`src/rtl/bertl_pkg.sv`:
```
package bertl_pkg;

  localparam int unsigned TagW    = 24;
  localparam int unsigned LenW    = 32;
  localparam int unsigned CountW  = 7;
  localparam int unsigned StatusW = 2;

  localparam logic [4:0] Low5       = 5'h1F;
  localparam logic [6:0] Low7       = 7'h7F;
  localparam logic [6:0] MaxLenBytes = 7'd4;

  typedef enum logic [StatusW-1:0] {
    ST_OK    = 2'd0,
    ST_SHORT = 2'd1,
    ST_BIG   = 2'd2
  } status_t;

  typedef enum logic [3:0] {
    PH_TAG_FIRST = 4'b0001,
    PH_TAG_MORE  = 4'b0010,
    PH_LEN_FIRST = 4'b0100,
    PH_LEN_MORE  = 4'b1000
  } phase_t;

  typedef struct packed {
    phase_t              phase;
    logic [TagW-1:0]     tag_accum;
    logic [CountW-1:0]   bytes_left;
    logic [LenW-1:0]     len_accum;
    logic                too_big;
  } parse_state_t;

  typedef struct packed {
    logic              emit;
    logic [TagW-1:0]   tag_number;
    logic [LenW-1:0]   length_value;
    status_t           status;
  } parse_result_t;

  localparam parse_state_t StateRestart = '{
    phase:      PH_TAG_FIRST,
    tag_accum:  '0,
    bytes_left: '0,
    len_accum:  '0,
    too_big:    1'b0
  };

endpackage

```
`src/rtl/bertl_decode.sv`:
```
module bertl_decode (
  input  bertl_pkg::parse_state_t  state_cur,
  input  logic [7:0]               byte_value,
  input  logic                     last_byte,
  output bertl_pkg::parse_state_t  state_nxt,
  output bertl_pkg::parse_result_t result
);

  logic [30:0]                    tag_shift;
  logic [bertl_pkg::CountW-1:0]   left_dec;
  logic [bertl_pkg::LenW-1:0]     len_shift;

  assign tag_shift = {state_cur.tag_accum, byte_value[6:0]};
  assign left_dec  = state_cur.bytes_left - bertl_pkg::CountW'(1);
  assign len_shift = {state_cur.len_accum[bertl_pkg::LenW-9:0], byte_value};

  always_comb begin
    state_nxt           = state_cur;
    result.emit         = 1'b0;
    result.tag_number   = '0;
    result.length_value = '0;
    result.status       = bertl_pkg::ST_OK;

    case (state_cur.phase)
      bertl_pkg::PH_TAG_MORE: begin
        if (tag_shift[30:24] != 7'd0) begin
          result.emit   = 1'b1;
          result.status = bertl_pkg::ST_BIG;
        end else if (last_byte) begin
          result.emit   = 1'b1;
          result.status = bertl_pkg::ST_SHORT;
        end else begin
          state_nxt.tag_accum = tag_shift[bertl_pkg::TagW-1:0];
          if (!byte_value[7]) begin
            state_nxt.phase = bertl_pkg::PH_LEN_FIRST;
          end
        end
      end

      bertl_pkg::PH_LEN_FIRST: begin
        if (!byte_value[7]) begin
          result.emit         = 1'b1;
          result.tag_number   = state_cur.tag_accum;
          result.length_value = bertl_pkg::LenW'(byte_value);
        end else if (byte_value[6:0] == 7'd0) begin
          // indefinite form: length reads as zero
          result.emit       = 1'b1;
          result.tag_number = state_cur.tag_accum;
        end else if (last_byte) begin
          result.emit   = 1'b1;
          result.status = bertl_pkg::ST_SHORT;
        end else begin
          state_nxt.bytes_left = byte_value[6:0] & bertl_pkg::Low7;
          state_nxt.len_accum  = '0;
          state_nxt.too_big    = (byte_value[6:0] > bertl_pkg::MaxLenBytes);
          state_nxt.phase      = bertl_pkg::PH_LEN_MORE;
        end
      end

      bertl_pkg::PH_LEN_MORE: begin
        if (left_dec == '0) begin
          result.emit = 1'b1;
          if (state_cur.too_big) begin
            result.status = bertl_pkg::ST_BIG;
          end else begin
            result.tag_number   = state_cur.tag_accum;
            result.length_value = len_shift;
          end
        end else if (last_byte) begin
          result.emit   = 1'b1;
          result.status = bertl_pkg::ST_SHORT;
        end else begin
          state_nxt.len_accum  = len_shift;
          state_nxt.bytes_left = left_dec;
        end
      end

      default: begin
        // first tag byte; stray phase codes land here as well
        state_nxt = bertl_pkg::StateRestart;
        if (last_byte) begin
          result.emit   = 1'b1;
          result.status = bertl_pkg::ST_SHORT;
        end else if (byte_value[4:0] == bertl_pkg::Low5) begin
          state_nxt.phase = bertl_pkg::PH_TAG_MORE;
        end else begin
          state_nxt.tag_accum = bertl_pkg::TagW'(byte_value[4:0]);
          state_nxt.phase     = bertl_pkg::PH_LEN_FIRST;
        end
      end
    endcase

    if (result.emit) begin
      state_nxt = bertl_pkg::StateRestart;
    end
  end

endmodule

```
`src/rtl/ber_tag_length_header_parser_core.sv`:
```
// BER tag/length header parser. Feed one byte of the stream per word on the
// in_ channel, with in_tlast set on the final byte of the buffer. The block
// decodes an ASN.1 BER header (tag number up to 24 bits, short or long-form
// length up to four bytes, indefinite form reading as zero) and emits one
// word on the out_ channel for each completed header or error, then starts
// over at a fresh tag. out_tuser carries the status: ok, buffer too short,
// or number too big; for either error the tag and length fields are zero.
// A byte is taken every clock as long as out_tready is high. Each byte is held
// in the input register and then decoded into the result register, which
// presents the result word for the byte that completes a header. Throughput is
// one byte per clock as long as out_tready is high; the input register also
// takes one more byte while a result word waits, then the input stalls until
// the result word is drained.
module ber_tag_length_header_parser_core (
  input  logic        clk,
  input  logic        rst_n,

  input  logic        in_tvalid,
  output logic        in_tready,
  input  logic [7:0]  in_tdata,    // [7:0] byte_value
  input  logic        in_tlast,    // last_byte

  output logic        out_tvalid,
  input  logic        out_tready,
  output logic [55:0] out_tdata,   // [23:0] tag_number, [55:24] length_value
  output logic [1:0]  out_tuser    // [1:0] status
);

  // input register
  logic       in_valid_r;
  logic [7:0] in_byte_r;
  logic       in_last_r;

  // parse state
  bertl_pkg::parse_state_t  state_r;
  bertl_pkg::parse_state_t  state_nxt;
  bertl_pkg::parse_result_t result;

  // result register
  logic                        out_valid_r;
  logic [bertl_pkg::TagW-1:0]  out_tag_r;
  logic [bertl_pkg::LenW-1:0]  out_len_r;
  bertl_pkg::status_t          out_status_r;

  logic slot_free;
  logic advance;

  // the result slot is free when empty or being drained this cycle
  assign slot_free = !out_valid_r || out_tready;
  assign advance   = in_valid_r && slot_free;
  assign in_tready = !in_valid_r || slot_free;

  bertl_decode u_decode (
    .state_cur  (state_r),
    .byte_value (in_byte_r),
    .last_byte  (in_last_r),
    .state_nxt  (state_nxt),
    .result     (result)
  );

  // hold the byte until the decode stage can take it
  always_ff @(posedge clk) begin
    if (!rst_n) begin
      in_valid_r <= 1'b0;
    end else if (in_tready) begin
      in_valid_r <= in_tvalid;
    end
  end

  always_ff @(posedge clk) begin
    if (in_tready && in_tvalid) begin
      in_byte_r <= in_tdata;
      in_last_r <= in_tlast;
    end
  end

  // advance the parse state only when the byte is consumed
  always_ff @(posedge clk) begin
    if (!rst_n) begin
      state_r <= bertl_pkg::StateRestart;
    end else if (advance) begin
      state_r <= state_nxt;
    end
  end

  always_ff @(posedge clk) begin
    if (!rst_n) begin
      out_valid_r <= 1'b0;
    end else if (advance && result.emit) begin
      out_valid_r <= 1'b1;
    end else if (out_tready) begin
      out_valid_r <= 1'b0;
    end
  end

  always_ff @(posedge clk) begin
    if (advance && result.emit) begin
      out_tag_r    <= result.tag_number;
      out_len_r    <= result.length_value;
      out_status_r <= result.status;
    end
  end

  assign out_tvalid = out_valid_r;
  assign out_tdata  = {out_len_r, out_tag_r};
  assign out_tuser  = out_status_r;

endmodule

```
`config.mk`:
```
export PLATFORM = sky130hd
export DESIGN_NAME = ber_tag_length_header_parser_core
export DESIGN_NICKNAME = d
export VERILOG_FILES = /design/src/rtl/bertl_pkg.sv /design/src/rtl/bertl_decode.sv /design/src/rtl/ber_tag_length_header_parser_core.sv
export SDC_FILE = /design/constraint.sdc
export NUM_CORES = 1
export LEC_CHECK = 0
export BUFFER_PORTS_ARGS = -buffer_cell sky130_fd_sc_hd__buf_4
export CORE_UTILIZATION = 29
export CTS_CLUSTER_SIZE = 40
export DETAILED_ROUTE_END_ITERATION = 10
export PLACE_DENSITY = 0.46
export SETUP_SLACK_MARGIN = 0.2
export SKIP_CTS_REPAIR_TIMING = 1
export SLEW_MARGIN = 25
export SYNTH_ARGS = -nofsm -noshare
export SYNTH_HDL_FRONTEND = slang
export SYNTH_HIERARCHICAL = 1
export SYNTH_SLANG_ARGS = --single-unit
```
`constraint.sdc`:
```
create_clock -name clk -period 5.1 [get_ports clk]
set_input_delay 0.765 -clock clk [delete_from_list [all_inputs] [get_ports clk]]
set_output_delay 0.765 -clock clk [all_outputs]
set_load 0.03 [all_outputs]
```
# ---- Yosys cells after proc, flatten, opt, wreduce, memory -nomap -nowiden
# Cells that the tools add are included.
dict set report totals {
  mem_count 0
  latch_bits 0
  rom_bits 0
  ramBits 0
  elab_cells 86
  ff_bits 129
  input_bits 13
  out_inout_bits 60
}
dict set report classes {
  shifts 0
  bitwise_logic 0
  div_mod_pow 0
  n_mul 0
  order_cmp 1
  muxes 39
  n_reduce_logical 17
  n_addsub 1
  eq_ne 16
}
# op n
set ops {}
lappend ops {{$mux W40} 3}
lappend ops {{$pmux W39 S3} 1}
lappend ops {{$mux W56} 2}
lappend ops {{$pmux W56 S2} 1}
lappend ops {{$mux W39} 2}
lappend ops {{$mux W68} 1}
lappend ops {{$mux W28} 2}
lappend ops {{$pmux W24 S2} 1}
lappend ops {{$mux W27} 1}
lappend ops {{$mux W25} 1}
lappend ops {{$mux W24} 1}
lappend ops {{$ne A3 B3 Y1 const B} 8}
lappend ops {{$mux W4} 4}
lappend ops {{$logic_not A7 Y1} 2}
lappend ops {{$pmux W4 S3} 1}
lappend ops {{$mux W2} 5}
lappend ops {{$reduce_and A8 Y1} 1}
lappend ops {{$gt A7 B3 Y1 const B} 1}
lappend ops {{$mux W1} 7}
lappend ops {{$mux W7} 1}
lappend ops {{$reduce_and A7 Y1} 1}
lappend ops {{$reduce_bool A7 Y1} 1}
lappend ops {{$sub A7 B1 Y7 const B} 1}
lappend ops {{$pmux W2 S3} 1}
lappend ops {{17 further kinds} 24}

# ---- Longest topological paths before layout
dict set report depth {
  depth_word 6
  ltp_mapped 12
  mapped_depth_nobuf 10
}

# ---- Hierarchy
# The synthesis kept the hierarchy.
# module area_per_inst_um2 seq_area_each_um2 cells_per_inst instances
set modules_own_cells {}
lappend modules_own_cells {ber_tag_length_header_parser_core 4803.4 3413.3 375 1}
lappend modules_own_cells {bertl_decode 1791.7 0.0 295 1}

# ---- Worst setup path after synthesis
# No wires, ideal clock.
dict set report synth_timing {
  path_kind {reg2reg}
  start {register state_r[33] (netlist bit)}
  end {register out_len_r[0] (netlist bit), enable pin}
  synth_period_minus_slack_ps 5081
  setup_slack_ps 19
  setup_ps 474
  path_buffers 1
  arrival_time_ps 4607
  t_required_ps 4626
  path_stages_with_launch 10
  cell_sequence {dfxtp_1 inv_1 ha_1 nor3b_1 mux2i_1 nand2_1 o21ai_1 clkbuf_1 nand2_1 nor2_1}
}
# element line
set synth_rtl {}
lappend synth_rtl {{start, declared} ber_tag_length_header_parser_core.sv:35} ;# bertl_pkg::parse_state_t state_r;
lappend synth_rtl {{start signal, assigned} ber_tag_length_header_parser_core.sv:80} ;# state_r <= bertl_pkg::StateRestart;
lappend synth_rtl {{start signal, assigned} ber_tag_length_header_parser_core.sv:82} ;# state_r <= state_nxt;
lappend synth_rtl {{end signal, assigned} ber_tag_length_header_parser_core.sv:99} ;# out_len_r <= result.length_value;
lappend synth_rtl {{end, declared} ber_tag_length_header_parser_core.sv:42} ;# logic [bertl_pkg::LenW-1:0] out_len_r;

==> impl_metrics.csv <==
group,metric,value,unit
outcome,status,"completed",
die,die_area,22000,um^2
placement,dp_hpwl,9610,um
drt,via_count,4752,
clock_tree,cts_buffers,17,
timing,hold_viol,0,
timing,max_freq,0.314,GHz
global_routing,grt_max_degree,80,
layout,post_route_cells_drive_above_1_share,19.1,%
die,core.rowCount,53,
logic_synthesis,synth_fp_nets,637,
placement,io_buffers,72,
critical_path,slowest_stage,"nor3b_1",
critical_path,startpoint,"state_r[33]",
clock_tree,clk_pin_slew_worst_paths,0.06,ns
critical_path,r2r_start,"state_r[33]",
timing,fin_tns_setup,0,ns
critical_path,worstPathRequired,5.35,ns
critical_path,path_buf_inv,3,
timing,setup_viol,0,
global_routing,grt_pass1_vias,4566,
logic_synthesis,syn_area,6200,um^2
critical_path,critical_path_class,"reg -> reg",
placement,place_congestion,0.895,
timing,maxSlewViolCount,0,
drt,vias_per_cell,4.92,
critical_path,worstPathArrival,3.44,ns
clock_tree,cts_tree,"yes",
timing,rsz0062_at_grt,"no",
logic_synthesis,syn_avg_cell_area,9.98,um^2
flow_run,cap_violations,0,
min_path,hp-class,"reg -> reg",
logic_synthesis,syn-instance-count,622,
clock_tree,cts.sinks,129,
critical_path,worst-path-max-fanout,33,
clock_tree,clock-root-buffer,"clkbuf_16",
timing,fin_crit_sh,62.4,%
critical_path,crit_path_start_kind,"flip-flop",
layout,nets,693,
critical_path,reg2reg_slack,1.92,ns
die,core,21000,um^2
die,die_w,148,um
pwr,p_per_area,324,nW/um^2
drt,dr.pass1.iters,5,
critical_path,cp_top_family,"simple AND/OR/NAND/NOR gates",
layout,syn_to_final_growth,21.1,%
timing,worst_hold_slack,0.472,ns
critical_path,slowest_delay,0.46,ns
pwr,vdd_drop_max,214,uV
clock_tree,insertion_delay,0.41,ns
drt,drt_iter0_drc,454,
pwr,total_power,0.00244,W
clock_tree,cts_max_path_buffers,2,
pwr,p_leak,2.54,nW
die,initial_core_util,29.5,%
drt,wl,15300,um
timing,skew,0.0104,ns
timing,tightest_slew,1.05,ns
layout,fillers,2091,
min_path,holdCritStartpoint,"state_r[23]",
global_routing,grt_pass1_wl,24800,um
logic_synthesis,ys_warn_count,6,
global_routing,track_usage,14.5,%
die,ioPinCount,73,
die,die_h,148,um
critical_path,timing.critical_path.to_type,"flip-flop",
global_routing,antenna_found_initial,0,
layout,final_core_util,35.7,%
drt,antenna_left,0,
clock_tree,htreeDepth,4,
timing,fin_crit,3.18,ns
critical_path,crit_chain,"inv_1 > ha_1 > nor3b_1 > mux2i_1 > nand2_1 > o21ai_1 > buf_4 > nand2b_1 > buf_4 > nor2_1 > nand2_1 > mux2i_1",
global_routing,overflow,0,
drt,drcViolationCount,0,
drt,wl_per_cell,15.9,um
timing,slew_headroom,30.2,%
layout,antenna_cells,0,
## report_power, final
group	internal [W]	leakage, nW	switching [W]
clock network	0.000716	0.264	0.000466
registers	0.00111	1.12	0.0000192
logic	0.0000432	1.16	0.0000832
total	0.00187	2.54	0.000569
## area by class of cell
class | count | area [um^2] | area share, %
Inverter | 8 | 30.0 | 0.400
Multi-Input combinational cell | 439 | 2690 | 35.8
Tap cell | 275 | 344 | 4.58
Clock inverter | 14 | 143 | 1.90
Clock buffer | 18 | 429 | 5.71
Timing Repair Buffer | 83 | 623 | 8.29
Sequential cell | 129 | 3250 | 43.3
## layout by cell type (no fill, tap or decap), types with 2 or more instances in the layout
master / instances
a222oi_1: 4
or4b_2: 3
clkinv_2: 4
o311ai_0: 2
ha_1: 2
a31oi_1: 2
nor2_4: 2
o211ai_1: 2
mux2i_1: 65
nor4b_1: 3
nand2_1: 132
clkinvlp_4: 6
a21oi_1: 7
clkbuf_16: 17
a22oi_1: 43
dfxtp_1: 62
or4_1: 4
nor2b_1: 3
inv_1: 7
clkinv_4: 2
o21a_1: 9
nand2b_1: 2
edfxtp_1: 67
nor3_2: 2
xor2_1: 2
o21ai_1: 2
buf_4: 83
o21ai_0: 6
o31ai_1: 2
bufinv_16: 2
and2_1: 50
nor2_1: 63
o21bai_1: 2
## routing by layer
| layer | up-vias | share of wire (%) | track usage (%) |
|---|---|---|---|
| met2 | 148 | 45 | 22.6 |
| li1 | 2298 | - | - |
| met4 | 0 | 1.9 | 5.62 |
| met5 | - | 0 | 0 |
| met3 | 22 | 5.1 | 3.59 |
| met1 | 2284 | 48 | 19.3 |
## flip-flops by register name (all words and copies together), names as in the netlist
name	cells
in_last_r	1
out_tuser	2
state_r	60
out_tag_r	24
out_tvalid	1
out_len_r	32
in_valid_r	1
in_byte_r	8
## stage by stage
stage          worst slack, ns  cells  instance area, um^2
6_report                  1.92    966                 7510
3_3_place_gp              2.07    934                 6940
5_1_grt                   1.63    966                 7510
2_1_floorplan            0.976    622                 6210
4_1_cts                   1.92    966                 7510
3_5_place_dp              1.96    934                 6940
## worst paths after layout
check	end	cells after the start
setup / recovery	state_r[4]	12
hold / removal	state_r[23]	2
setup reg to reg	state_r[4]	12
hold reg to reg	state_r[23]	2
## worst reg2reg max path: cells and delay by family (launching register included)
family / cells / cell delay [ns]
DFF: 1 / 0.35
and+or+nand+nor: 5 / 0.99
AOI/OAI and AO/OA: 1 / 0.22
buffers and inverters: 3 / 0.76
adders and majority gates: 1 / 0.24
muxes: 2 / 0.47
(Power assumes the default switching activity.)
